[src/rtl/crs_pkg.sv]
`timescale 1ns / 1ps
// Shared types, constants and helper functions of the closest ray-sphere hit block.
package crs_pkg;

    localparam int unsigned MAX_SPHERES = 8;
    localparam int unsigned IDX_W       = (MAX_SPHERES > 1) ? $clog2(MAX_SPHERES) : 1;
    localparam int unsigned CMP_W       = 8;
    localparam int unsigned IN_DATA_W   = 328;
    localparam int unsigned OUT_DATA_W  = 232;

    localparam logic KIND_LOAD        = 1'b0;
    localparam logic KIND_TRACE       = 1'b1;
    localparam logic REG_SPHERE_COUNT = 1'b0;

    localparam logic signed [31:0] MISS_DIST = 32'shFFFF0000;
    localparam logic signed [31:0] S32_MAX   = 32'sh7FFFFFFF;

    localparam logic [3:0] STEP_SPH_LAST = 4'd13;
    localparam logic [3:0] STEP_LOC_LAST = 4'd7;

    typedef struct packed {
        logic signed [31:0] cx;
        logic signed [31:0] cy;
        logic signed [31:0] cz;
        logic [30:0]        r;
    } t_sphere;

    typedef enum logic [3:0] {
        S_IDLE,
        S_SEL,
        S_MUL,
        S_CHK,
        S_SQRT,
        S_DIVT,
        S_ROT,
        S_LOC,
        S_LEN,
        S_NRM,
        S_DONE
    } t_state;

    function automatic logic signed [31:0] sat32(input logic signed [63:0] v);
        logic signed [31:0] res;
        if (v > 64'sd2147483647) begin
            res = S32_MAX;
        end else if (v < -64'sd2147483648) begin
            res = -32'sd2147483648;
        end else begin
            res = v[31:0];
        end
        return res;
    endfunction

    function automatic logic [31:0] abs32(input logic signed [31:0] v);
        logic [31:0] res;
        res = v[31] ? 32'(-v) : 32'(v);
        return res;
    endfunction

endpackage

[src/rtl/crs_cell.sv]
`timescale 1ns / 1ps
// One sphere table cell: holds a sphere and passes it to its neighbor on a shift.
module crs_cell (
    input  logic             i_clk,
    input  logic             i_load,
    input  crs_pkg::t_sphere i_load_data,
    input  logic             i_shift,
    input  crs_pkg::t_sphere i_next,
    output crs_pkg::t_sphere o_sphere
);
    import crs_pkg::*;

    t_sphere r_sphere;

    always_ff @(posedge i_clk) begin
        if (i_load) begin
            r_sphere <= i_load_data;
        end else if (i_shift) begin
            r_sphere <= i_next;
        end
    end

    assign o_sphere = r_sphere;

endmodule

[config.mk]
export PLATFORM = sky130hd
export DESIGN_NAME = crs_cell
export DESIGN_NICKNAME = d
export VERILOG_FILES = /design/src/rtl/crs_pkg.sv /design/src/rtl/crs_cell.sv
export SDC_FILE = /design/constraint.sdc
export NUM_CORES = 1
export LEC_CHECK = 0
export BUFFER_PORTS_ARGS = -buffer_cell sky130_fd_sc_hd__buf_2
export CAP_MARGIN = 40
export CORE_AREA = 4 4 147 149
export CTS_BUF_LIST = sky130_fd_sc_hd__clkbuf_2
export CTS_CLUSTER_SIZE = 8
export DETAILED_ROUTE_END_ITERATION = 12
export DIE_AREA = 0 0 151 153
export SYNTH_ARGS = -nofsm -noshare
export SYNTH_HDL_FRONTEND = slang
export SYNTH_SLANG_ARGS = --single-unit
[constraint.sdc]
create_clock -name i_clk -period 5.46 [get_ports i_clk]
set_clock_uncertainty 0.2 [all_clocks]
set_input_delay 0.546 -clock i_clk [delete_from_list [all_inputs] [get_ports i_clk]]
set_output_delay 0.546 -clock i_clk [all_outputs]
set_load 0.05 [all_outputs]
==> impl_metrics.yaml, run 1 <==
clock_network:
  clockRootBuffer: "clkbuf_2"
  cts_buffers: 17
  post-cts-setup-buffers: 0
  cts_max_level: 4
  max-clock-path-buffers: 2
  cts_resized: 0
  cts.sinks: 127
  cts_hold_buf: 190
status:
  last-stage-reached: "4_1_cts"
  status: "stopped before the end"
  firstError: "[ERROR RSZ-0060] Max buffer count reached."
logic_synthesis:
  synth_largest_area_cell: "edfxtp_1"
  synth_edf_count: 127
  avgSynthCellArea_um2: 20.18
  ys_ff_latch: 127
  syn_area_mm2: 0.005428
  synth.area.top_cells: "edfxtp_1 (70%), mux2_2 (26%), clkbuf_8 (2.0%)"
  ys_warn_count: 0
  yosys-top-cells-count: "edfxtp_1 (127), mux2_2 (127), clkbuf_8 (8)"
  yosys.cell_types.count: 5
  synth_nets: 526
  netlist_instances: 269
  async_flop_share: 0
  synth_flop_cell: "edfxtp_1"
  yosysTopAreaCellShare: 0.7026
  ys_seq_area_frac: 0.7026
placement:
  place.gp.congestion: 0.8318
  io_buffers: 383
  place_hpwl_um: 12520
floorplan:
  die_x_um: 151
  start_util: 0.2691
  die_h_um: 153
  num_rows: 52
  ioPinCount: 384
[logic make-up after synthesis]
kind of cell	after synthesis	synth area share
buf+inv	14	0.03273
flops	127	0.7026
mux	127	0.2635
simple gates	1	0.001153
[through the flow]
step | instance area [µm²] | hold WS, ns | setup slack [ns] | std cells | utilization
3_5_place_dp | 7565 | 0.6507 | 2.447 | 911 | 0.3751
3_3_place_gp | 7537 | 0.6475 | 2.495 | 910 | 0.3737
2_1_floorplan | 5428 | 0.5658 | 2.420 | 269 | -
==> inputs of run 2 (changes only) <==
--- a/config.mk
+++ b/config.mk
@@ -7,11 +7,10 @@
 export LEC_CHECK = 0
 export BUFFER_PORTS_ARGS = -buffer_cell sky130_fd_sc_hd__buf_2
 export CAP_MARGIN = 40
-export CORE_AREA = 4 4 147 149
-export CTS_BUF_LIST = sky130_fd_sc_hd__clkbuf_2
-export CTS_CLUSTER_SIZE = 8
+export CORE_AREA = 4 4 150 152
 export DETAILED_ROUTE_END_ITERATION = 12
-export DIE_AREA = 0 0 151 153
+export DIE_AREA = 0 0 154 156
+export PLACE_DENSITY_LB_ADDON = 0.15
 export SYNTH_ARGS = -nofsm -noshare
 export SYNTH_HDL_FRONTEND = slang
 export SYNTH_SLANG_ARGS = --single-unit
==> impl_metrics.yaml, run 2 <==
setup_path:
  start_kind: "input port"
  critPathMaxFanout: 59
  cp.arrival_ns: 2.49
  cp_common_cell: "buf_4"
  required_ns: 5.31
  max_stage_delay_ns: 0.75
  critPathBufInv: 2
  cp_top_family: "buffers and inverters"
  cp_cell_sequence: "buf_4, or2_4, buf_4"
  crit_path_end_kind: "register"
  critPathKind: "in -> reg"
  slowest_stage: "or2_4"
floorplan:
  start_util: 0.2582
  die_x_um: 154
  num_rows: 53
  die_h_um: 156
  die-area_mm2: 0.02402
  core_mm2: 0.02102
  ioPinCount: 384
routing:
  firstDrtPassIters: 4
  wl_per_cell_um: 17.64
  finalWirelength_um: 16770
  drtAntennaViolNets: 0
  vias: 3923
  drcViolationCount: 0
  drt_iter0_markers: 184
  vias_per_cell: 4.125
cells_and_area:
  layout-drive-gt1-share: 0.8086
  largest_reg_flops: 127
  nets: 918
  final_common_cell: "buf_2"
  mostFrequentLayoutCells: "buf_2 (382), mux2_2 (127), edfxtp_1 (127)"
  multi_input_area_mm2: 0.001439
  seqCellArea_mm2: 0.003814
  area_growth_syn_to_layout_pct: 50.46
  n_fill_cell: 2010
logic_synthesis:
  synth_nets: 526
  syn_area_mm2: 0.005428
  yosysTopAreaCellShare: 0.7026
  netlist_instances: 269
  ys_ff_latch: 127
  yosys.cell_types.count: 5
  avgSynthCellArea_um2: 20.18
  synth.area.top_cells: "edfxtp_1 (70%), mux2_2 (26%), clkbuf_8 (2.0%)"
  ys_seq_area_frac: 0.7026
  ys_warn_count: 0
  synth_largest_area_cell: "edfxtp_1"
  synth_flop_cell: "edfxtp_1"
  synth_edf_count: 127
  async_flop_share: 0
  yosys-top-cells-count: "edfxtp_1 (127), mux2_2 (127), clkbuf_8 (8)"
sta:
  worstMarginPinSlew_ns: 0.8013
  setup_viol: 0
  fmax_ghz: 0.3789
  min_period_ns: 2.639
  rsz0062_at_grt: "no"
  drv_slew: 0
  hold_viol_final: 0
  setup_tns_ns: 0
  slew-limit-headroom: 0.4658
  finalCritPeriodShare: 0.4834
job:
  maxCapViolCount: 0
power:
  p_per_area_mw_per_mm2: 377.0
  vdd_ir_drop_max_mv: 0.1849
  total_power_mw: 3.079
  leakagePower_nw: 3.613
clock_network:
  max-clock-path-buffers: 2
  cts_max_level: 4
  cts.sinks: 127
  clockRootBuffer: "clkbuf_16"
  post-cts-setup-buffers: 0
  cts_tree: "yes"
  clkTransAtPathRegs_ns: 0.06
  cts_hold_buf: 0
  cts_resized: 0
  cts_buffers: 17
global_routing:
  grt_pass1_wl_um: 23620
  track_usage: 0.1306
  met2_usage: 0.2425
  use_met3: 0.04993
  grt_pass1_vias: 4240
  grt_max_degree: 60
  antenna_found_initial: 3
  grt-busiest-layer: "met2"
  overflow: 0
  grt_util_met1: 0.1335
placement:
  place.gp.congestion: 0.8216
  place_hpwl_um: 13300
  io_buffers: 383
hold_path:
  hold_class: "in -> reg"
status:
  status: "complete, no violations"
## run 2: cell counts after synthesis
No cell type changed its count.
## run 2: metal layers
layer	wire length, µm	up-vias
li1	-	1853
met1	5789	1832
met2	9167	217
met3	1527	19
met4	275	2
met5	13	-
## run 2: worst paths after layout
kind / startpoint / endpoint / slack, ns / cells past startpoint
min: i_load_data[25] / o_sphere[25]$_DFFE_PP_ / 0.24 / 2
max: i_load / o_sphere[55]$_DFFE_PP_ / 2.82 / 3
## run 2: area by class of cell
type,count,share of cell area
flip-flops and latches,127,0.4670
repair buffers,387,0.2412
multi-input cells,128,0.1762
clock buffers,18,0.05255
well taps,275,0.04213
clock inverters,14,0.02038
diodes,2,0.0006128
## run 2: cell families after synthesis
family	share of synthesized area
buffers and inverters	0.03273
AND/OR/NAND/NOR	0.001153
flip-flops	0.7026
multiplexers	0.2635
## run 2: through the flow
| step | setup WS, ns | instances | instance area, µm² | utilization | hold WS (ns) |
|---|---|---|---|---|---|
| 3_3_place_gp | 2.377 | 916 | 7538 | 0.3586 | 0.6486 |
| 5_1_grt | 2.657 | 951 | 8167 | 0.3885 | 0.2112 |
| 4_1_cts | 2.764 | 949 | 8162 | 0.3883 | 0.2090 |
| 2_1_floorplan | 2.420 | 269 | 5428 | - | 0.5658 |
| 3_5_place_dp | 2.318 | 917 | 7566 | 0.3599 | 0.6509 |
| 6_report | 2.821 | 951 | 8167 | 0.3885 | 0.2380 |
## run 2: power by group
part	leakage, nW	internal [mW]	switching [mW]	total [mW]
sequential	1.29	1.20	0.0241	1.22
clock	0.284	0.717	0.427	1.14
combinational	2.04	0.202	0.510	0.712
Power figures use the tool's default switching activity.
==> inputs of run 3 (changes only) <==
--- a/config.mk
+++ b/config.mk
@@ -5,11 +5,12 @@
 export SDC_FILE = /design/constraint.sdc
 export NUM_CORES = 1
 export LEC_CHECK = 0
+export ABC_AREA = 1
 export BUFFER_PORTS_ARGS = -buffer_cell sky130_fd_sc_hd__buf_2
 export CAP_MARGIN = 40
-export CORE_AREA = 4 4 150 152
+export CORE_AREA = 4 4 149 151
 export DETAILED_ROUTE_END_ITERATION = 12
-export DIE_AREA = 0 0 154 156
+export DIE_AREA = 0 0 153 155
 export PLACE_DENSITY_LB_ADDON = 0.15
 export SYNTH_ARGS = -nofsm -noshare
 export SYNTH_HDL_FRONTEND = slang
==> constraint.sdc (replaced) <==
create_clock -name i_clk -period 2.2 [get_ports i_clk]
set_clock_uncertainty 0.2 [all_clocks]
set_input_delay 0.22 -clock i_clk [delete_from_list [all_inputs] [get_ports i_clk]]
set_output_delay 0.22 -clock i_clk [all_outputs]
set_load 0.05 [all_outputs]
==> impl_metrics.yaml, run 3 <==
placement:
  dp_slack_ns: 0.5718
  place.gp.congestion: 0.8234
  dpl.cell_count: 1176
  io_buffers: 383
  place_hpwl_um: 13720
logic_synthesis:
  synth_largest_area_cell: "edfxtp_1"
  synth_nets: 794
  synth.area.top_cells: "edfxtp_1 (71%), nand2_1 (27%), buf_2 (1.3%)"
  async_flop_share: 0
  yosysTopAreaCellShare: 0.7078
  synth_flop_cell: "edfxtp_1"
  avgSynthCellArea_um2: 10.03
  ys_warn_count: 0
  ys_seq_area_frac: 0.7078
  netlist_instances: 537
  yosys.cell_types.count: 7
  ys_ff_latch: 127
  syn_area_mm2: 0.005388
  yosys-top-cells-count: "nand2_1 (381), edfxtp_1 (127), buf_2 (14)"
  synth_most_common_cell: "nand2_1"
  synth_edf_count: 127
floorplan:
  ioPinCount: 384
  num_rows: 53
  die_h_um: 155
  start_util: 0.2587
  die_x_um: 153
clock_network:
  cts_hold_buf: 242
  cts.sinks: 127
  clockRootBuffer: "clkbuf_16"
  cts_resized: 0
  cts_max_level: 4
  post-cts-setup-buffers: 0
  cts_buffers: 17
  max-clock-path-buffers: 2
status:
  status: "stopped before the end"
  last-stage-reached: "4_1_cts"
  firstError: "[ERROR RSZ-0060] Max buffer count reached."
[run 3: cell count changes after synthesis]
cell | before | now
buf_2 | 0 | 14
mux2_2 | 127 | 0
clkbuf_1 | 0 | 9
inv_2 | 0 | 1
buf_6 | 6 | 0
buf_4 | 0 | 4
clkbuf_8 | 8 | 0
nand2_1 | 0 | 381
[run 3: cell families after synthesis]
group,count (synthesis),synth area share
flip-flops,127,0.7078
buffers and inverters,28,0.02555
AND/OR/NAND/NOR,382,0.2666
[run 3: through the flow]
stage / instance area [µm²] / util
floorplan: 5390 / -
detailed placement: 7670 / 0.3683
global placement: 7670 / 0.3683
