**config.mk**
```make
export PLATFORM = sky130hd
export DESIGN_NAME = crs_div
export DESIGN_NICKNAME = d
export VERILOG_FILES = /design/src/rtl/crs_div.sv
export SDC_FILE = /design/constraint.sdc
export NUM_CORES = 1
export LEC_CHECK = 0
export BUFFER_PORTS_ARGS = -buffer_cell sky130_fd_sc_hd__buf_2
export CAP_MARGIN = 20
export CORE_UTILIZATION = 60
export DETAILED_ROUTE_END_ITERATION = 16
export GPL_TIMING_DRIVEN = 0
export PLACE_DENSITY = 0.86
export SYNTH_ARGS = -nofsm -noshare
export SYNTH_HDL_FRONTEND = slang
export SYNTH_SLANG_ARGS = --single-unit
```
**constraint.sdc**
```tcl
create_clock -name i_clk -period 4.9 [get_ports i_clk]
set_clock_uncertainty 0.05 [all_clocks]
set_input_delay 0.49 -clock i_clk [delete_from_list [all_inputs] [get_ports i_clk]]
set_output_delay 0.49 -clock i_clk [all_outputs]
set_load 0.01 [all_outputs]
```
**src/rtl/crs_div.sv**
```systemverilog
`timescale 1ns / 1ps
// Restoring unsigned divider, 48-bit dividend by 32-bit divisor, one bit per cycle.
module crs_div (
    input  logic        i_clk,
    input  logic        i_rst_n,
    input  logic        i_start,
    input  logic [47:0] i_num,
    input  logic [31:0] i_den,
    output logic        o_done,
    output logic [47:0] o_quo
);
    logic [47:0] r_q;
    logic [31:0] r_rem;
    logic [31:0] r_den;
    logic [5:0]  r_cnt;
    logic        r_busy;
    logic        r_done;

    logic [32:0] w_rem2;
    logic        w_ge;

    assign w_rem2 = {r_rem, r_q[47]};
    assign w_ge   = (w_rem2 >= {1'b0, r_den});

    always_ff @(posedge i_clk) begin
        if (!i_rst_n) begin
            r_busy <= 1'b0;
            r_done <= 1'b0;
        end else begin
            r_done <= r_busy && (r_cnt == 6'd0);
            if (i_start) begin
                r_busy <= 1'b1;
            end else if (r_busy && (r_cnt == 6'd0)) begin
                r_busy <= 1'b0;
            end
        end
    end

    always_ff @(posedge i_clk) begin
        if (i_start) begin
            r_q   <= i_num;
            r_rem <= '0;
            r_den <= i_den;
            r_cnt <= 6'd47;
        end else if (r_busy) begin
            r_rem <= w_ge ? 32'(w_rem2 - {1'b0, r_den}) : w_rem2[31:0];
            r_q   <= {r_q[46:0], w_ge};
            r_cnt <= r_cnt - 6'd1;
        end
    end

    assign o_done = r_done;
    assign o_quo  = r_q;

endmodule

```
==> impl_summary.md, run 1 <==
Final layout
The design area is 7850 um^2. The number of antenna cells inserted is 0. After filler insertion, the fill cell instance count of the layout stands at 642. Registers take 3200 um^2. The share of layout cells above drive strength 1 is between 20% and 30%. Summing all multi-input logic gate instances after layout gives a little under 3000 um^2. At the end of the flow, the number of nets in the layout was around 840. The layout-stage area growth over the synthesis result is 22.4%.

Timing
Setup repair after global routing left no endpoint under its margin. The accumulated negative setup slack is 0 ns. The worst-case hold slack is ~0.077 ns. The final setup violation count is 0.

The portion of the clock cycle consumed by the worst path in the final layout is 66.5%. For the pin with the worst max-slew slack, the measured transition is between 0.9 and 1 ns. The total count of hold-check failures in the final report was 0. The final-report max-slew violation count is 0. The worst relative slew slack is between 30% and 40%. The clock period minus final worst setup slack is 3.26 ns. The maximum operating frequency is 0.307 GHz.

Worst setup path
STA classifies the critical path startpoint as a register. The critical path goes through inv_1, ha_1, nor2b_1, o21bai_1, a211oi_1, nor4_4, a2bb2oi_2, a31o_4, a31oi_4, nand2b_1, clkbuf_2, o21ai_0. Data on the critical path is required at its endpoint by 5.26 ns.

The data arrival time at the worst-slack endpoint is roughly 3.6 ns. The category of the most critical setup path is reg2reg. In this run the worst path has a maximum fanout of 10. The critical-path cell with the highest stage delay is sky130_fd_sc_hd__edfxtp_1.

For this run, the slowest stage of the critical path takes between 0.4 and 0.5 ns. Among cell families on the critical path, the largest total delay comes from compound AO/OA/AOI/OAI gates. The count of buffer and inverter cells on the critical path is 2.

STA classifies the critical path endpoint as a register.

Floorplanning
The total area inside the core boundary comes to 10300 um^2. The die covers between 10000 and 15000 um^2. Measured along the y axis, the die boundary spans around 110 um. The initial core utilization is 62.1%. Row generation in the floorplan step produced 37 rows. The die width is between 100 and 150 um.

The I/O pin total is around 130.

GRT
The overall routing resource usage is between 20 and 30%. The met3 routing resource usage after global routing is 9.65%. The number of antenna violations at the first check in global routing came to 0. The met2 usage in global routing is about half. The largest net degree at the start of global routing is between 40 and 50. For met1 alone, demand over resource in global routing was between 30% and 40%. The remaining global-route overflow is 0. The first global-routing pass estimated 25.2 mm of wire. The number of global-route vias before repair is 5214.

The global-route layer with the greatest usage is met2.

Route
The count of nets left with antenna violations once routing finished came out at 0. The pre-antenna-repair detailed-routing pass consisted of 5 iterations. Using the TritonRoute via totals, the vias-per-cell ratio works out to between 5 and 6. The vias after detailed routing is a little over 5000. The detailed-route wire length per cell is 18.3 um.

The total detailed-routing wirelength is 15.9 mm. For this block, the initial DRC count from the detailed router was slightly below 400. The final routed DRC violation total is 0.

Clock tree
The clock passes through at most 2 buffers. In this run, CTS created clock tree buffers numbering 17. In this run, post-CTS repair resized a total of 0 instances.

The total setup buffers inserted after CTS is 0. The H-tree depth reported by CTS is 4. The later pin in the worst-skew pair is clocked with a latency of ~0.53 ns. The clock transition time at the flip-flop clock pins of the worst setup and hold paths is about 0.060 ns. The clock tree from TritonCTS is yes. The library cell used as clock root buffer is sky130_fd_sc_hd__clkbuf_8. The count of hold buffers inserted by post-cts repair is 0. The clock net sink count is 120.

Placed design
Detailed placement ended at an HPWL of about 11 mm. The post-detailed-placement cell area is ~7200 um^2. The total of buffers placed on input and output ports is 131.

The congestion estimate from routability-driven global placement came to just over 0.9.

Yosys
The most used flip-flop cell after synthesis is sky130_fd_sc_hd__edfxtp_1. The synthesis-stage register bit count is 120. The fraction of synthesis flops using an asynchronous set or reset pin is 0%. The number of warning messages in the yosys log is 0.

The synthesized design contains 80 enable-type register cells. The number of nets in the synthesized netlist is roughly 690. In the synthesized netlist, the number of instances is around 570. The summed instance area of the synthesized netlist is around 6400 um^2.

The sequential-to-total area share from yosys stat is 50.0%. The count of unique library cells instantiated by Yosys is 53. The synthesized area divided by synthesized cell count is 11.2 um^2.

Power and ir drop
VDD sags by at most 291 uV. The reported leakage power is roughly 3.5 nW. The design draws just under 3 mW. The power density over the cells is ~380 nW/um^2.

Worst hold path
The path class of the tightest hold or removal check is in2reg.

Status
The flow ran to the end, and the final reports show no timing, DRC or antenna violations.

Run
The count of maximum capacitance violations is 0.
==> flip-flops by register name, indices dropped and copies added (netlist names) <==
register  count
r_rem        32
r_den        32
r_cnt         6
o_quo        48
r_busy        1
o_done        1
==> through the flow <==
step / worst slack (ns) / instances / utilization, %
finish: 1.64 / 871 / 76.0
CTS: 1.68 / 871 / 76.0
detailed placement: 1.38 / 839 / 70.1
global route: 1.47 / 871 / 76.0
global placement: 0.942 / 839 / 70.1
floorplan: 2.10 / 572 / -
==> report_power, final <==
part / internal (mW) / total [mW] / switching, mW
Sequential: 1.17 / 1.22 / 0.0431
Combinational: 0.191 / 0.440 / 0.249
Clock: 0.841 / 1.30 / 0.455
==> worst paths after layout <==
path,startpoint,end,cells after the start,slack (ns)
max,r_den[1]$_DFFE_PP_,r_rem[28]$_SDFFE_PP0P_,12,1.64
min,i_den[28],r_den[28]$_DFFE_PP_,1,0.08
max reg2reg,r_den[1]$_DFFE_PP_,r_rem[28]$_SDFFE_PP0P_,12,1.64
min reg2reg,r_rem[4]$_SDFFE_PP0P_,r_rem[4]$_SDFFE_PP0P_,2,0.46
==> cell usage after synthesis, drive strengths merged, types with 2 or more instances <==
library cell / instances / share of area [%]
edfxtp: 80 / 37
mux2: 48 / 8.4
dfxtp: 40 / 12
inv: 40 / 2.3
ha: 33 / 6.4
nor2: 33 / 1.9
a21oi: 32 / 2.5
nand2: 30 / 1.8
o21ai: 28 / 2.2
clkbuf: 25 / 1.5
mux2i: 20 / 3.1
xnor2: 20 / 2.7
a211oi: 19 / 2.2
a21o: 13 / 1.5
a32oi: 12 / 1.6
xor2: 11 / 1.5
nand3: 10 / 0.78
nand4: 8 / 0.78
nor3: 8 / 0.62
o21bai: 7 / 0.82
nand2b: 6 / 0.59
a31oi: 5 / 0.72
o21a: 5 / 0.59
buf: 4 / 0.49
nor2b: 4 / 0.39
a41oi: 3 / 0.41
and2: 3 / 0.29
and3: 3 / 0.29
a31o: 2 / 0.41
nor4: 2 / 0.43
or4: 2 / 0.23
==> routing by layer <==
layer | wire length [um] | vias to the layer above
met5 | 0 | -
met4 | 351 | 0
met3 | 1350 | 38
met2 | 7830 | 237
met1 | 6390 | 2388
li1 | - | 2419
==> cell families (layout without fill, tap and decap cells) <==
logic type               count (synthesis)  in the layout  synth area share (%)
XOR/XNOR                                31             31                  4.24
AO/OA/AOI/OAI                          136            136                  14.5
adder cells (fa/ha/maj)                 34             34                  6.75
flip-flops                             120            120                  50.0
AND/OR/NAND/NOR                        114            114                  8.71
multiplexers                            68             68                  11.6
buffers and inverters                   69            232                  4.31
==> area by class of cell <==
class | instances | share of cell area, %
Multi-Input combinational cell | 383 | 37.3
Timing Repair Buffer | 131 | 8.36
Clock buffer | 21 | 5.60
Clock inverter | 11 | 2.18
Tap cell | 136 | 2.17
Sequential cell | 120 | 40.8
Buffer | 29 | 1.61
Inverter | 40 | 1.91
==> cell usage in the layout, fill, tap and decap left out, types with 27 or more instances in the layout <==
cell type / instances
sky130_fd_sc_hd__a21oi_1: 32
sky130_fd_sc_hd__buf_2: 132
sky130_fd_sc_hd__clkbuf_1: 27
sky130_fd_sc_hd__dfxtp_1: 40
sky130_fd_sc_hd__edfxtp_1: 80
sky130_fd_sc_hd__ha_1: 33
sky130_fd_sc_hd__inv_1: 39
sky130_fd_sc_hd__mux2_2: 48
sky130_fd_sc_hd__nand2_1: 30
sky130_fd_sc_hd__nor2_1: 33
sky130_fd_sc_hd__o21ai_0: 28
==> worst reg2reg max path, delay by kind of cell, from the launching register on <==
| kind | cells | cell delay, ns |
|---|---|---|
| adders and majority gates | 1 | 0.24 |
| and+or+nand+nor | 3 | 0.66 |
| DFF | 1 | 0.43 |
| buffers and inverters | 2 | 0.36 |
| AOI/OAI and AO/OA | 6 | 1.38 |
No activity file was read; power rests on OpenSTA's default activity.
==> run 2: changes to the inputs <==
--- a/config.mk
+++ b/config.mk
@@ -7,10 +7,10 @@
 export LEC_CHECK = 0
 export BUFFER_PORTS_ARGS = -buffer_cell sky130_fd_sc_hd__buf_2
 export CAP_MARGIN = 20
-export CORE_UTILIZATION = 60
+export CORE_UTILIZATION = 55
 export DETAILED_ROUTE_END_ITERATION = 16
 export GPL_TIMING_DRIVEN = 0
-export PLACE_DENSITY = 0.86
+export PLACE_DENSITY = 0.8
 export SYNTH_ARGS = -nofsm -noshare
 export SYNTH_HDL_FRONTEND = slang
 export SYNTH_SLANG_ARGS = --single-unit
==> constraint.sdc (replaced) <==
create_clock -name i_clk -period 3.3 [get_ports i_clk]
set_clock_uncertainty 0.05 [all_clocks]
set_input_delay 0.33 -clock i_clk [delete_from_list [all_inputs] [get_ports i_clk]]
set_output_delay 0.33 -clock i_clk [all_outputs]
set_load 0.01 [all_outputs]
==> impl_summary.md, run 2 (synthesized netlist as in run 1, its figures left out) <==
Placed design
The count of placed standard cells including taps is 846 (was 839). The placed wire-length estimate after detailed placement is 10.7 mm (was 10.9 mm). The global placer's final weighted congestion is 0.876 (was 0.935). The total of buffers placed on input and output ports is 131 (unchanged).

Clock tree
The library cell used as clock root buffer is sky130_fd_sc_hd__clkbuf_16 (was sky130_fd_sc_hd__clkbuf_8). The clock net sink count is 120 (unchanged). The clock tree from TritonCTS is yes (unchanged).

The number of buffers on the longest clock path is 2 (unchanged). The count of hold buffers inserted by post-cts repair is 0 (unchanged). The H-tree depth reported by CTS is 4 (unchanged). The clock buffer count from CTS is 17 (unchanged). The clock transition time at the flip-flop clock pins of the worst setup and hold paths is 0.06 ns (about the same). The worst-skew pair later-pin latency is 0.42 ns (was 0.53 ns).

GRT
The global-route wire length before repair is 23.5 mm (was 25.2 mm). The number of antenna violations at the first check in global routing is 0 (unchanged). The largest net degree at the start of global routing is 49 (unchanged).

The number of global-route vias before repair is 5125 (was 5214). The overall routing resource usage is 25.8% (was 29.6%). The remaining global-route overflow came to 0 (unchanged).

Final layout
The total of fill cells in the finished design was 872 (was 642). The share of layout cells above drive strength 1 was 30.2% (was 29.7%). Most used cells in the layout excluding fill and tap cells: sky130_fd_sc_hd__buf_2 (133), sky130_fd_sc_hd__edfxtp_1 (80), sky130_fd_sc_hd__mux2_2 (48) (was sky130_fd_sc_hd__buf_2 (132), sky130_fd_sc_hd__edfxtp_1 (80), sky130_fd_sc_hd__mux2_2 (48)). The number of antenna cells inserted is 0 (unchanged). The final cell count without fillers is 882 (was 871). The layout-stage area growth over the synthesis result is 22.8% (was 22.4%).

The utilization after layout came to 69.2% (was 76.0%). The commonest non-fill, non-tap cell in the layout is sky130_fd_sc_hd__buf_2 (unchanged). The flip-flop count of the largest register after layout came to 48 (unchanged). The post-layout net count was 843 (was 839). The area occupied by registers came to 3200 um^2 (unchanged). The multi-input gate area in the final layout is 2940 um^2 (was 2930 um^2).

Timing
The maximum operating frequency came to 0.319 GHz (was 0.307 GHz). The portion of the clock cycle consumed by the worst path in the final layout is 95.0% (was 66.5%). RSZ-0062 raised after global routing: false (unchanged).

The actual slew at the worst max-slew pin is 0.948 ns (was 0.984 ns). The clock period minus final worst setup slack is 3.14 ns (was 3.26 ns). The final-report max-slew violation count is 0 (unchanged).

The accumulated negative setup slack is 0 ns (unchanged). The total count of hold-check failures in the final report came to 0 (unchanged). The final setup violation count came to 0 (unchanged). The worst relative slew slack is 36.7% (was 34.3%).

Floorplanning
The core outline area is 11400 um^2 (was 10300 um^2). The I/O pin total came to 132 (unchanged). The height of the chip is 110 um (was 105 um). The row count was 39 (was 37). The die width is 110 um (was 105 um). The total die area is 12100 um^2 (was 11100 um^2). The initial core utilization came to 56.4% (was 62.1%).

Route
The remaining number of nets flagged by the antenna check after routing was 0 (unchanged). The number of design-rule violations left by the first detailed-router iteration is 341 (was 385). The detail-routed via count per cell is 5.74 (was 5.83). The final routed DRC violation total is 0 (unchanged).

The detailed-route wire length per cell is 16.9 um (was 18.3 um). The number of optimization iterations in the first detailed-route pass was 4 (was 5). The vias after detailed routing is 5067 (was 5082). The total detailed-routing wirelength came to 14.9 mm (was 15.9 mm).

Worst setup path
The category of the worst setup path capture point is a register (unchanged). The required time of the critical path is 3.52 ns (was 5.26 ns). The category of the worst setup path launch point is a register (unchanged). The data arrival time at the worst-slack endpoint was 3.36 ns (was 3.62 ns). The depth of the worst register-to-register path is 12 (unchanged).

The category of the most critical setup path is reg2reg (unchanged). The largest fanout on the critical path is 10 (unchanged).

Power and ir drop
The reported leakage power is 3.49 nW (was 3.48 nW). The power density over the cells was 545 nW/um^2 (was 376 nW/um^2). The worst ir drop on vdd is 438 uV (was 291 uV).

Run
The count of maximum capacitance violations is 0 (unchanged).

Status
Outcome: finished, final reports clean (unchanged).

Worst hold path
The class of the tightest hold or removal check is in2reg (unchanged). The number of cells on the worst hold path is 1 (unchanged).
-- run 2: path summary, 6_finish.rpt --
kind / start / endpoint / slack [ns]
max: r_den[1]$_DFFE_PP_ / r_rem[3]$_SDFFE_PP0P_ / 0.16
min: i_den[5] / r_den[5]$_DFFE_PP_ / 0.03
min reg2reg: r_cnt[2]$_SDFFE_PP1P_ / r_cnt[2]$_SDFFE_PP1P_ / 0.44
max reg2reg: r_den[1]$_DFFE_PP_ / r_rem[3]$_SDFFE_PP0P_ / 0.16
-- run 2: worst max-delay path: stages, from the launching register on --
cell and delay, ns:
sky130_fd_sc_hd__edfxtp_1 0.42, sky130_fd_sc_hd__inv_1 0.08, sky130_fd_sc_hd__ha_1 0.24, sky130_fd_sc_hd__nor2b_1 0.16, sky130_fd_sc_hd__o21bai_1 0.25, sky130_fd_sc_hd__a211oi_1 0.18, sky130_fd_sc_hd__nor4_4 0.31, sky130_fd_sc_hd__a2bb2oi_2 0.15
sky130_fd_sc_hd__a31o_4 0.30, sky130_fd_sc_hd__a31oi_4 0.26, sky130_fd_sc_hd__buf_6 0.23, sky130_fd_sc_hd__mux2i_1 0.23, sky130_fd_sc_hd__a211oi_1 0.10
-- run 2: metrics by stage --
step           power (mW)  area [um^2]  hold slack [ns]  worst slack, ns
2_1_floorplan        2.24         6410            0.379            0.504
3_3_place_gp         2.44         7240            0.425           -0.555
3_5_place_dp         2.46         7240            0.430           -0.149
4_1_cts              4.30         7830           0.0159            0.115
5_1_grt              4.45         7870           0.0139          0.00368
6_report             4.29         7870           0.0283            0.164
-- run 2: timing repair --
action / 4_1_cts / 5_1_grt
gates resized for setup: 0 / 2
setup buffers: 0 / 4
endpoints found under the hold margin: 0 / 0
endpoints found under the setup margin: 0 / 27
-- run 2: power by group --
group	total (mW)	internal [mW]	switching [mW]
Clock	1.84	1.19	0.650
Sequential	1.80	1.74	0.0601
Combinational	0.646	0.286	0.360
-- run 2: layout make-up --
class                      instances  share of cell area (%)
sequential                       120                    40.7
multi-input combinational        383                    37.3
timing repair buffer             135                    8.71
clock buffer                      24                    6.26
tap                              143                    2.27
inverter                          40                    1.91
buffer                            29                    1.61
clock inverter                     8                    1.22
-- run 2: metal layers --
metal / track usage [%] / vias to the layer above / routed length, um
met5: 0 / - / 0
met4: 10.6 / 0 / 335
met3: 9.54 / 36 / 1190
met1: 29.9 / 2403 / 6070
li1: - / 2430 / -
met2: 43.1 / 198 / 7300
