**config.mk**
```make
export PLATFORM = sky130hd
export DESIGN_NAME = crs_sqrt
export DESIGN_NICKNAME = d
export VERILOG_FILES = /design/src/rtl/crs_sqrt.sv
export SDC_FILE = /design/constraint.sdc
export NUM_CORES = 1
export LEC_CHECK = 0
export ABC_AREA = 0
export ABC_CLOCK_PERIOD_IN_PS = 4200
export BUFFER_PORTS_ARGS = -buffer_cell sky130_fd_sc_hd__buf_2
export CORE_MARGIN = 3
export CORE_UTILIZATION = 44
export DETAILED_ROUTE_END_ITERATION = 10
export SLEW_MARGIN = 30
export SYNTH_ARGS = -nofsm -noshare
export SYNTH_HDL_FRONTEND = slang
export SYNTH_SLANG_ARGS = --single-unit
```
**constraint.sdc**
```tcl
create_clock -name i_clk -period 4.2 [get_ports i_clk]
set_clock_uncertainty 0.1 [all_clocks]
set_input_delay 0.42 -clock i_clk [delete_from_list [all_inputs] [get_ports i_clk]]
set_output_delay 0.42 -clock i_clk [all_outputs]
set_load 0.05 [all_outputs]
```
**src/rtl/crs_sqrt.sv**
```systemverilog
`timescale 1ns / 1ps
// Iterative integer square root, two radicand bits per cycle.
module crs_sqrt (
    input  logic        i_clk,
    input  logic        i_rst_n,
    input  logic        i_start,
    input  logic [63:0] i_din,
    output logic        o_done,
    output logic [31:0] o_root
);
    logic [63:0] r_x;
    logic [33:0] r_rem;
    logic [31:0] r_root;
    logic [4:0]  r_cnt;
    logic        r_busy;
    logic        r_done;

    logic [35:0] w_rem2;
    logic [35:0] w_trial;
    logic        w_ge;

    assign w_rem2  = {r_rem, r_x[63:62]};
    assign w_trial = {2'b00, r_root, 2'b01};
    assign w_ge    = (w_rem2 >= w_trial);

    always_ff @(posedge i_clk) begin
        if (!i_rst_n) begin
            r_busy <= 1'b0;
            r_done <= 1'b0;
        end else begin
            r_done <= r_busy && (r_cnt == 5'd0);
            if (i_start) begin
                r_busy <= 1'b1;
            end else if (r_busy && (r_cnt == 5'd0)) begin
                r_busy <= 1'b0;
            end
        end
    end

    always_ff @(posedge i_clk) begin
        if (i_start) begin
            r_x    <= i_din;
            r_rem  <= '0;
            r_root <= '0;
            r_cnt  <= 5'd31;
        end else if (r_busy) begin
            r_x    <= {r_x[61:0], 2'b00};
            r_rem  <= w_ge ? 34'(w_rem2 - w_trial) : 34'(w_rem2);
            r_root <= {r_root[30:0], w_ge};
            r_cnt  <= r_cnt - 5'd1;
        end
    end

    assign o_done = r_done;
    assign o_root = r_root;

endmodule

```
==> out/metrics.yaml, run 1 <==
status:
  status: "finished clean"
synthesis:
  yosys-top-cells-area: "edfxtp_1, dfxtp_1, mux2_2"
  async_reset_ff_share_pct: 0
  yosys_warnings: 0
  synth_cell_types: 60
  ys.flop_type: "dfxtp_1"
  synth_nets: 854
  synth_commonest_cells: "dfxtp_1, nand2_1, nor2_1"
  synth_top_area_share_pct: 25.58
  ys_seq_area_share_pct: 45.04
  synth_edf_count: 64
  synth_seq_cells: 137
  syn_inst: 752
  synth_area_sq_um: 7512
  synth_most_common_cell: "dfxtp_1"
  avgSynthCellArea_sq_um: 9.990
  synth_top_cell_by_area: "edfxtp_1"
placed_design:
  portBuffers: 99
  place_congestion: 0.9108
  dp_slack_ns: 0.6659
  place_hpwl_microns: 12190
  placed_cells: 1039
  place_area_sq_um: 8197
clock_tree:
  h-tree-depth: 4
  cts_resized: 0
  post_cts_buffers: 0
  cts-root-buf: "clkbuf_16"
  clk_pin_slew_ns: 0.06
  cts_max_path_buffers: 2
  holdBufCountCts: 0
  cts_tree: "yes"
  numCtsBuffers: 17
  clk_latency_ns: 0.42
  cts.sinks: 137
final_layout:
  fin_area_sq_um: 8792
  utilization_pct: 52.83
  finalNonFillerCells: 1070
  area_growth_pct: 17.04
  drive_gt1_share_pct: 25.18
  antennaDiodeCount: 0
  fin_nets: 940
run:
  drv_cap: 0
die:
  design.core.area_sq_um: 16640
  pin_count: 100
  initial_core_util_pct: 45.14
  dieArea_sq_um: 18680
  die_w_microns: 136.7
  fp.dieH_microns: 136.7
  std_cell_rows: 47
power_and_ir_drop:
  finalPower_mw: 6.357
  peakVddDrop_mv: 0.4369
  p_leak_nw: 3.639
  p_per_area_nw_per_um2: 723.0
timing:
  fmax_mhz: 280.9
  period_share_pct: 84.76
  setup_ws_ns: 0.6403
  slew_headroom_pct: 52.33
  setup_viol: 0
  hold_viol: 0
  tightest_slew_ns: 0.7140
  slew_viol_final: 0
  timing.hold.ws_ns: 0.1264
  period_needed_ns: 3.560
  rsz0062_at_grt: "no"
  setup_tns_ns: 0
setup_path:
  rrSetupSlack_ns: 0.64
  reg2reg_depth: 11
  required_ns: 4.43
  start_kind: "register"
  critPathMaxFanout: 16
  crit_type: "reg -> reg"
  r2r-end: "r_rem[11]$_SDFFE_PP0P_"
  endpoint_kind: "register"
  crit_arrival_ns: 3.79
  r2r_start: "o_root[5]$_SDFFE_PP0P_"
route:
  drt-pass1-iter-count: 5
  finalWirelength_microns: 16950
  wl_per_cell_microns: 15.84
  drc_errors: 0
  viasPerCell: 5.458
  antenna_left: 0
  vias: 5840
  drt-initial-drc-count: 428
global_routing:
  grt_overflow: 0
  grt_pass1_vias: 5751
  grtUsageTotal_pct: 18.72
  grt_antenna_before_repair: 1
  grtUsageMet1_pct: 24.49
  grt_max_degree: 58
  use_met3_pct: 5.882
  grt_pass1_wl_microns: 28020
  grt_busiest_layer: "met2"
  grt_use_met2_pct: 29.55
min_path:
  min_to: "r_busy$_SDFFE_PN0P_"
  hold_depth: 2
  hold_path_startpoint: "i_rst_n"
  hp-class: "in -> reg"
-- per-layer routing --
metal,vias up,share of wire (%)
met3,26,6.3
met5,-,0.041
met1,2729,45
met4,2,1.8
met2,172,46
li1,2911,-
-- final cells by class --
class | instances | area (sq um)
clock buffers | 18 | 429.2
well taps | 220 | 275.3
inverters | 44 | 165.2
repair buffers | 110 | 580.6
fillers | 1562 | 7850
clock inverters | 13 | 166.4
multi-input cells | 528 | 3791
flip-flops and latches | 137 | 3385
-- worst max-delay path by stage --
stage                            startpoint  cells past startpoint                endpoint
finish               o_root[5]$_SDFFE_PP0P_                     11  r_rem[11]$_SDFFE_PP0P_
global route         o_root[4]$_SDFFE_PP0P_                     11  r_rem[11]$_SDFFE_PP0P_
CTS                  o_root[3]$_SDFFE_PP0P_                     11  r_rem[11]$_SDFFE_PP0P_
detailed placement  o_root[21]$_SDFFE_PP0P_                     11  r_rem[11]$_SDFFE_PP0P_
global placement    o_root[21]$_SDFFE_PP0P_                     11  r_rem[11]$_SDFFE_PP0P_
floorplan           o_root[21]$_SDFFE_PP0P_                     12  r_rem[11]$_SDFFE_PP0P_
-- state kept, by name, summed over array words and instances, names as in the netlist --
name / flops
o_done: 1
o_root: 32
r_busy: 1
r_cnt: 5
r_rem: 34
r_x: 64
-- cells in the final DEF (no fill, tap or decap), drive strengths merged, types with 27 or more instances in the layout --
master	Yosys	layout
buf	6	110
inv	44	50
mux2	62	62
nand2	70	70
a21oi	40	40
o21ai	27	27
ha	35	35
mux2i	35	35
dfxtp	73	73
nor2	67	67
edfxtp	64	64
-- cells by family (layout without fill, tap and decap cells) --
kind of cell | Yosys count | count (layout) | synth area share (%)
DFF | 137 | 137 | 45.04
and+or+nand+nor | 205 | 205 | 12.23
muxes | 97 | 97 | 13.96
AOI/OAI and AO/OA | 161 | 161 | 14.92
buffers and inverters | 87 | 185 | 4.530
adders and majority gates | 35 | 35 | 5.829
xor gates and xnor gates | 30 | 30 | 3.498
-- power breakdown --
part	leakage (nW)	total (mW)	switching [mW]	internal, mW
sequential	1.24	1.71	0.120	1.59
combinational	2.11	3.12	1.87	1.24
clock	0.286	1.53	0.587	0.938
-- worst max-delay path: stages (launching register included) --
cell and delay [ns]:
dfxtp_1 0.37, inv_1 0.06, ha_1 0.40, nand4_1 0.19
a211oi_2 0.30, o2111ai_1 0.22, a21oi_2 0.23, o221ai_2 0.13
and3_1 0.40, buf_4 0.28, or4_1 0.52, a311oi_1 0.27
Note: power is estimated with default switching activity, not from simulation.
==> run 2: changes to the inputs <==
ABC_AREA = 1   (was 0)
ABC_CLOCK_PERIOD_IN_PS = 2900   (was 4200)
PLACE_DENSITY = 0.66   (was unset)
clock period = 2.9 ns   (was 4.2 ns; I/O delays follow)
==> out/metrics.yaml, run 2 <==
route:
  viasPerCell: 4.960  # -9.1%
  drc_errors: 0  # unchanged
  wl_per_cell_microns: 14.67  # -7.4%
  drt-initial-drc-count: 505  # +18%
  vias: 7659  # +31%
  finalWirelength_microns: 22640  # +34%
  antenna_left: 0  # unchanged
  drt-pass1-iter-count: 7  # +2
timing:
  setup_ws_ns: 0.2574  # -0.3828 ns
  hold_viol: 0  # unchanged
  slew_viol_final: 0  # unchanged
  setup_tns_ns: 0  # unchanged
  rsz0062_at_grt: "no"
  fmax_mhz: 378.4  # +35%
  slew_headroom_pct: 53.84  # +1.5 points
  setup_viol: 0  # unchanged
  tightest_slew_ns: 0.6916  # -0.02234 ns
  period_needed_ns: 2.643  # -0.9172 ns
  period_share_pct: 91.12  # +6.4 points
setup_path:
  reg2reg_depth: 13  # +2
  required_ns: 3.12  # -1.31 ns
  start_kind: "register"
  endpoint_kind: "register"
  crit_arrival_ns: 2.87  # -0.92 ns
  rrSetupSlack_ns: 0.26  # -0.38 ns
  crit_type: "reg -> reg"
  r2r_start: "o_root[17]$_SDFFE_PP0P_"
  critPathMaxFanout: 14  # -2
  r2r-end: "r_rem[8]$_SDFFE_PP0P_"
power_and_ir_drop:
  p_per_area_nw_per_um2: 1133  # +57%
  finalPower_mw: 11.01  # +73%
  peakVddDrop_mv: 0.5889  # +35%
  p_leak_nw: 5.102  # +40%
global_routing:
  grtUsageTotal_pct: 23.03  # +4.3 points
  grt_pass1_vias: 7452  # +30%
  grt_antenna_before_repair: 1  # unchanged
  grt_max_degree: 66  # +14%
  grt_pass1_wl_microns: 36980  # +32%
  grt_overflow: 0  # unchanged
synthesis:
  avgSynthCellArea_sq_um: 6.906  # -31%
  synth_top_cell_by_area: "nand2_1"
  yosys_warnings: 0  # unchanged
  synth_commonest_cells: "nand2_1, inv_1, dfxtp_1"
  synth_most_common_cell: "nand2_1"
  ys.flop_type: "dfxtp_1"
  yosys-top-cells-area: "nand2_1, edfxtp_1, dfxtp_1"
  synth_nets: 1284  # +50%
  synth_top_area_share_pct: 23.87  # -1.7 points
  synth_seq_cells: 137  # unchanged
  synth_edf_count: 64  # unchanged
  ys_seq_area_share_pct: 41.45  # -3.6 points
  syn_inst: 1182  # +57%
  synth_cell_types: 35  # -42%
  async_reset_ff_share_pct: 0  # unchanged
  synth_area_sq_um: 8163  # +8.7%
final_layout:
  fill_cells: 1807  # +16%
  layout_common_cells: "nand2_1, inv_1, buf_2"
  largest_register_ffs: 64  # unchanged
  regMostFlops: "r_x"
  drive_gt1_share_pct: 13.99  # -11 points
  antennaDiodeCount: 0  # unchanged
  fin_nets: 1404  # +49%
  final_common_cell: "nand2_1"
  fin_area_sq_um: 9719  # +11%
  area_growth_pct: 19.07
  utilization_pct: 53.74  # +0.91 points
die:
  fp.dieH_microns: 142.2  # +4.1%
  die_w_microns: 142.2  # +4.1%
  dieArea_sq_um: 20220  # +8.3%
  initial_core_util_pct: 45.13  # about the same
  pin_count: 100  # unchanged
  std_cell_rows: 49  # +4.3%
  design.core.area_sq_um: 18090  # +8.7%
run:
  drv_cap: 0  # unchanged
min_path:
  min_to: "r_x[52]$_DFFE_PP_"
  hp-class: "in -> reg"
  hold_path_startpoint: "i_din[52]"
  hold_depth: 3  # +1
clock_tree:
  clk_pin_slew_ns: 0.07  # about the same
  clk_latency_ns: 0.44  # +0.02 ns
  cts_max_path_buffers: 2  # unchanged
  cts_tree: "yes"
  cts-root-buf: "clkbuf_16"
  numCtsBuffers: 17  # unchanged
  h-tree-depth: 4  # unchanged
  cts.sinks: 137  # unchanged
placed_design:
  place_hpwl_microns: 16510  # +35%
  portBuffers: 99  # unchanged
  place_congestion: 0.9432  # +3.6%
  dp_slack_ns: 0.08290  # -0.5830 ns
  place_area_sq_um: 9034  # +10%
status:
  status: "finished clean"
-- run 2: cell types whose count changed in the layout (fill, tap and decap cells not counted), sizes merged, moves of 20 or more --
cell	change
nand4	+35
inv	+120
mux2i	-35
mux2	-62
buf	+20
nand3	+39
nand2	+451
o22ai	+29
-- run 2: power breakdown --
| group | switching [mW] | internal [mW] | leakage (nW) |
|---|---|---|---|
| Clock | 1.01 | 1.16 | 0.285 |
| Combinational | 4.26 | 2.17 | 3.57 |
| Sequential | 0.137 | 2.28 | 1.25 |
-- run 2: final cells by class --
cell class / count / area [sq um] / area share [%]
sequential: 137 / 3383 / 34.81
timing repair buffer: 136 / 800.8 / 8.239
clock inverter: 15 / 173.9 / 1.789
tap: 229 / 286.5 / 2.948
multi-input combinational: 843 / 4021 / 41.37
clock buffer: 17 / 425.4 / 4.377
inverter: 167 / 628.1 / 6.462
-- run 2: how the worst max path moves through the flow --
stage                     slack [ns]                    start                endpoint
after floorplan                 0.43   o_root[1]$_SDFFE_PP0P_  r_rem[13]$_SDFFE_PP0P_
after global placement          0.07  o_root[15]$_SDFFE_PP0P_  r_rem[28]$_SDFFE_PP0P_
after detailed placement        0.08  o_root[15]$_SDFFE_PP0P_  r_rem[25]$_SDFFE_PP0P_
after CTS                       0.07  o_root[27]$_SDFFE_PP0P_   r_rem[8]$_SDFFE_PP0P_
after global routing            0.01  o_root[17]$_SDFFE_PP0P_  r_rem[13]$_SDFFE_PP0P_
final                           0.26  o_root[17]$_SDFFE_PP0P_   r_rem[8]$_SDFFE_PP0P_
-- run 2: cell families (layout without fill, tap and decap cells) --
| group | Yosys count | after routing | share of synthesized area, % |
|---|---|---|---|
| AOI/OAI and AO/OA | 93 | 93 | 6.560 |
| DFF | 137 | 137 | 41.45 |
| and+or+nand+nor | 697 | 698 | 35.13 |
| xor gates and xnor gates | 17 | 17 | 1.824 |
| adders and majority gates | 35 | 35 | 5.365 |
| buffers and inverters | 203 | 335 | 9.672 |
-- run 2: timing repair --
action / in CTS / in global routing
hold endpoints to repair: 7 / 0
buffers inserted: 0 / 0
gates resized for setup: 0 / 2
setup endpoints to repair: 0 / 22
hold buffers: 6 / 0
-- run 2: routing by layer --
layer / share of wire [%] / global-route usage [%] / vias up / wire [microns]
li1: - / - / 3997 / -
met1: 47 / 30.16 / 3452 / 10600
met2: 46 / 38.53 / 177 / 10510
met3: 5.1 / 5.108 / 31 / 1155
met4: 1.6 / 6.313 / 2 / 371
met5: 0.040 / 0 / - / 9
-- run 2: metrics by stage --
stage / std cells / hold slack, ns
floorplan: 1182 / 0.3022
global placement: 1505 / 0.3450
detailed placement: 1505 / 0.3578
CTS: 1543 / 0.0006512
global route: 1544 / 0.008187
finish: 1544 / 0.01519
-- run 2: worst max-delay path, stage by stage (launching register included) --
cell	delay [ns]
dfxtp_1	0.33
inv_1	0.07
ha_1	0.36
nand2_1	0.12
nor2_1	0.28
nand2_1	0.11
nor2_1	0.15
buf_4	0.14
nand4_1	0.19
nand4_4	0.30
buf_12	0.19
nand2_1	0.06
nand3_1	0.09
nand2_1	0.05
==> run 3: changes to the inputs <==
ABC_CLOCK_PERIOD_IN_PS = 2250   (was 2900)
clock period = 2.25 ns   (was 2.9 ns; I/O delays follow)
==> out/metrics.yaml, run 3 (same netlist as run 2, synthesis figures left out) <==
timing:
  fmax_mhz: 438.8  # +16%
  timing.hold.ws_ns: 0.001458  # -0.01373 ns
  setup_tns_ns: -0.06177  # -0.06177 ns
  slew_viol_final: 0  # unchanged
  hold_viol: 0  # unchanged
  slew_headroom_pct: 62.00  # +8.2 points
  setup_ws_ns: -0.02904  # -0.2865 ns
  period_share_pct: 101.3  # +10 points
  setup_viol: 3  # +3
  tightest_slew_ns: 0.5700  # -0.1216 ns
  period_needed_ns: 2.279  # -0.3635 ns
  rsz0062_at_grt: "yes"
route:
  vias: 9174  # +20%
  drt-pass1-iter-count: 6  # -1
  drt-initial-drc-count: 613  # +21%
  finalWirelength_microns: 28580  # +26%
  drc_errors: 0  # unchanged
  wl_per_cell_microns: 16.08  # +9.7%
  viasPerCell: 5.163  # +4.1%
  antenna_left: 0  # unchanged
final_layout:
  fin_nets: 1637  # +17%
  drive_gt1_share_pct: 37.86  # +24 points
  regMostFlops: "r_x"
  largest_register_ffs: 64  # unchanged
  final_common_cell: "nand2_1"
  area_growth_pct: 57.42
  layout_common_cells: "nand2_1, buf_4, inv_1"
  antennaDiodeCount: 0  # unchanged
placed_design:
  place_hpwl_microns: 17310  # +4.8%
  dp_slack_ns: -0.2080  # -0.2909 ns
  portBuffers: 99  # unchanged
  place_congestion: 0.9596  # +1.7%
setup_path:
  startpoint: "o_root[5]$_SDFFE_PP0P_"
  start_kind: "register"
  critPathMaxFanout: 5  # -9
  endpoint_kind: "register"
  critPathSlowestCell: "dfxtp_2"
  crit_type: "reg -> reg"
  crit_family: "simple AND/OR/NAND/NOR gates"
  crit_buf_inv: 5  # +2
  r2r_start: "o_root[5]$_SDFFE_PP0P_"
  crit_arrival_ns: 2.52  # -0.35 ns
  crit_chain: "inv_2, ha_4, nand2_4, buf_6, inv_2, nand2_2, nand2_2, nand2_2, nand2_2, nand2_2, buf_6, nand3_4, nand3_4, clkbuf_16, nand4_1, nand2_2, nand2_1, nand2_1"
  crit_top_cell: "nand2_2"
  required_ns: 2.49  # -0.63 ns
  slowest_delay_ns: 0.34  # -0.02 ns
power_and_ir_drop:
  finalPower_mw: 19.20  # +74%
  peakVddDrop_mv: 1.101  # +87%
  p_leak_nw: 6.445  # +26%
  p_per_area_nw_per_um2: 1494  # +32%
status:
  status: "finished with violations"
  violations: "setup timing"
die:
  fp.dieH_microns: 142.2  # unchanged
  dieArea_sq_um: 20220  # unchanged
  std_cell_rows: 49  # unchanged
  pin_count: 100  # unchanged
  design.core.area_sq_um: 18090  # unchanged
  initial_core_util_pct: 45.13  # unchanged
  die_w_microns: 142.2  # unchanged
global_routing:
  grtUsageTotal_pct: 26.93  # +3.9 points
  grt_overflow: 0  # unchanged
  grt_pass1_vias: 8901  # +19%
  grt_antenna_before_repair: 0  # -1
  grt_max_degree: 66  # unchanged
  grt_pass1_wl_microns: 43560  # +18%
min_path:
  hp-class: "in -> reg"
  hold_path_startpoint: "i_din[2]"
clock_tree:
  cts_tree: "yes"
  clk_latency_ns: 0.44  # about the same
  cts_max_path_buffers: 2  # unchanged
  clk_pin_slew_ns: 0.07  # about the same
  numCtsBuffers: 17  # unchanged
  cts-root-buf: "clkbuf_16"
  cts.sinks: 137  # unchanged
  h-tree-depth: 4  # unchanged
run:
  drv_cap: 0  # unchanged
==> run 3: cell count changes in the layout (fill, tap and decap cells not counted), sizes merged <==
cell         before  now
buf             130  300
bufbuf            0    1
bufinv            0    1
clkbuf           17   21
clkinv           10    9
clkinvlp          2    1
dlygate4sd3       6   63
inv             170  171
nand4            40   39
nor2             71   73
==> run 3: path summary, 6_finish.rpt <==
check / endpoint / slack, ns / depth (start not counted)
min reg2reg: r_rem[33]$_SDFFE_PP0P_ / 0.37 / 2
min: r_x[2]$_DFFE_PP_ / 0.001 / 3
max: r_rem[7]$_SDFFE_PP0P_ / -0.03 / 18
max reg2reg: r_rem[7]$_SDFFE_PP0P_ / -0.03 / 18
==> run 3: repair_timing <==
action                                  4_1_cts  5_1_grt
hold buffers                                 63        0
pin swaps                                    12       83
hold endpoints to repair                     64        0
gates cloned                                  3        6
endpoints found under the setup margin       35       34
setup buffers                                 7       21
gates resized for setup                      78      172
==> run 3: per-layer routing <==
| layer | global-route usage (%) | part of all wire, % |
|---|---|---|
| met1 | 33.45 | 40 |
| met2 | 47.85 | 51 |
| met3 | 4.066 | 5.4 |
| met4 | 8.939 | 3.7 |
| met5 | 0 | 0 |
==> run 3: worst min-delay path: stages <==
cell     delay (ns)
buf_2          0.09
nand2_1        0.06
nand2_1        0.07
==> run 3: area by class of cell <==
| class | count | area [sq um] |
|---|---|---|
| tap | 229 | 286.5 |
| timing repair buffer | 368 | 2928 |
| clock buffer | 17 | 425.4 |
| inverter | 167 | 630.6 |
| multi-input combinational | 844 | 4928 |
| clock inverter | 15 | 198.9 |
| sequential | 137 | 3452 |
| fill | 1353 | 5236 |
==> run 3: metrics by stage <==
| step | area, sq um | utilization [%] | cells |
|---|---|---|---|
| global placement | 10200 | 56.42 | 1645 |
| global route | 12850 | 71.05 | 1777 |
| CTS | 11980 | 66.21 | 1750 |
| detailed placement | 10210 | 56.45 | 1645 |
| floorplan | 8224 | - | 1182 |
| finish | 12850 | 71.05 | 1777 |
==> run 3: power by group <==
group          leakage [nW]  internal (mW)  switching [mW]
Sequential             1.27           2.95           0.213
Combinational          4.87           5.76            7.28
Clock                 0.303           1.62            1.38
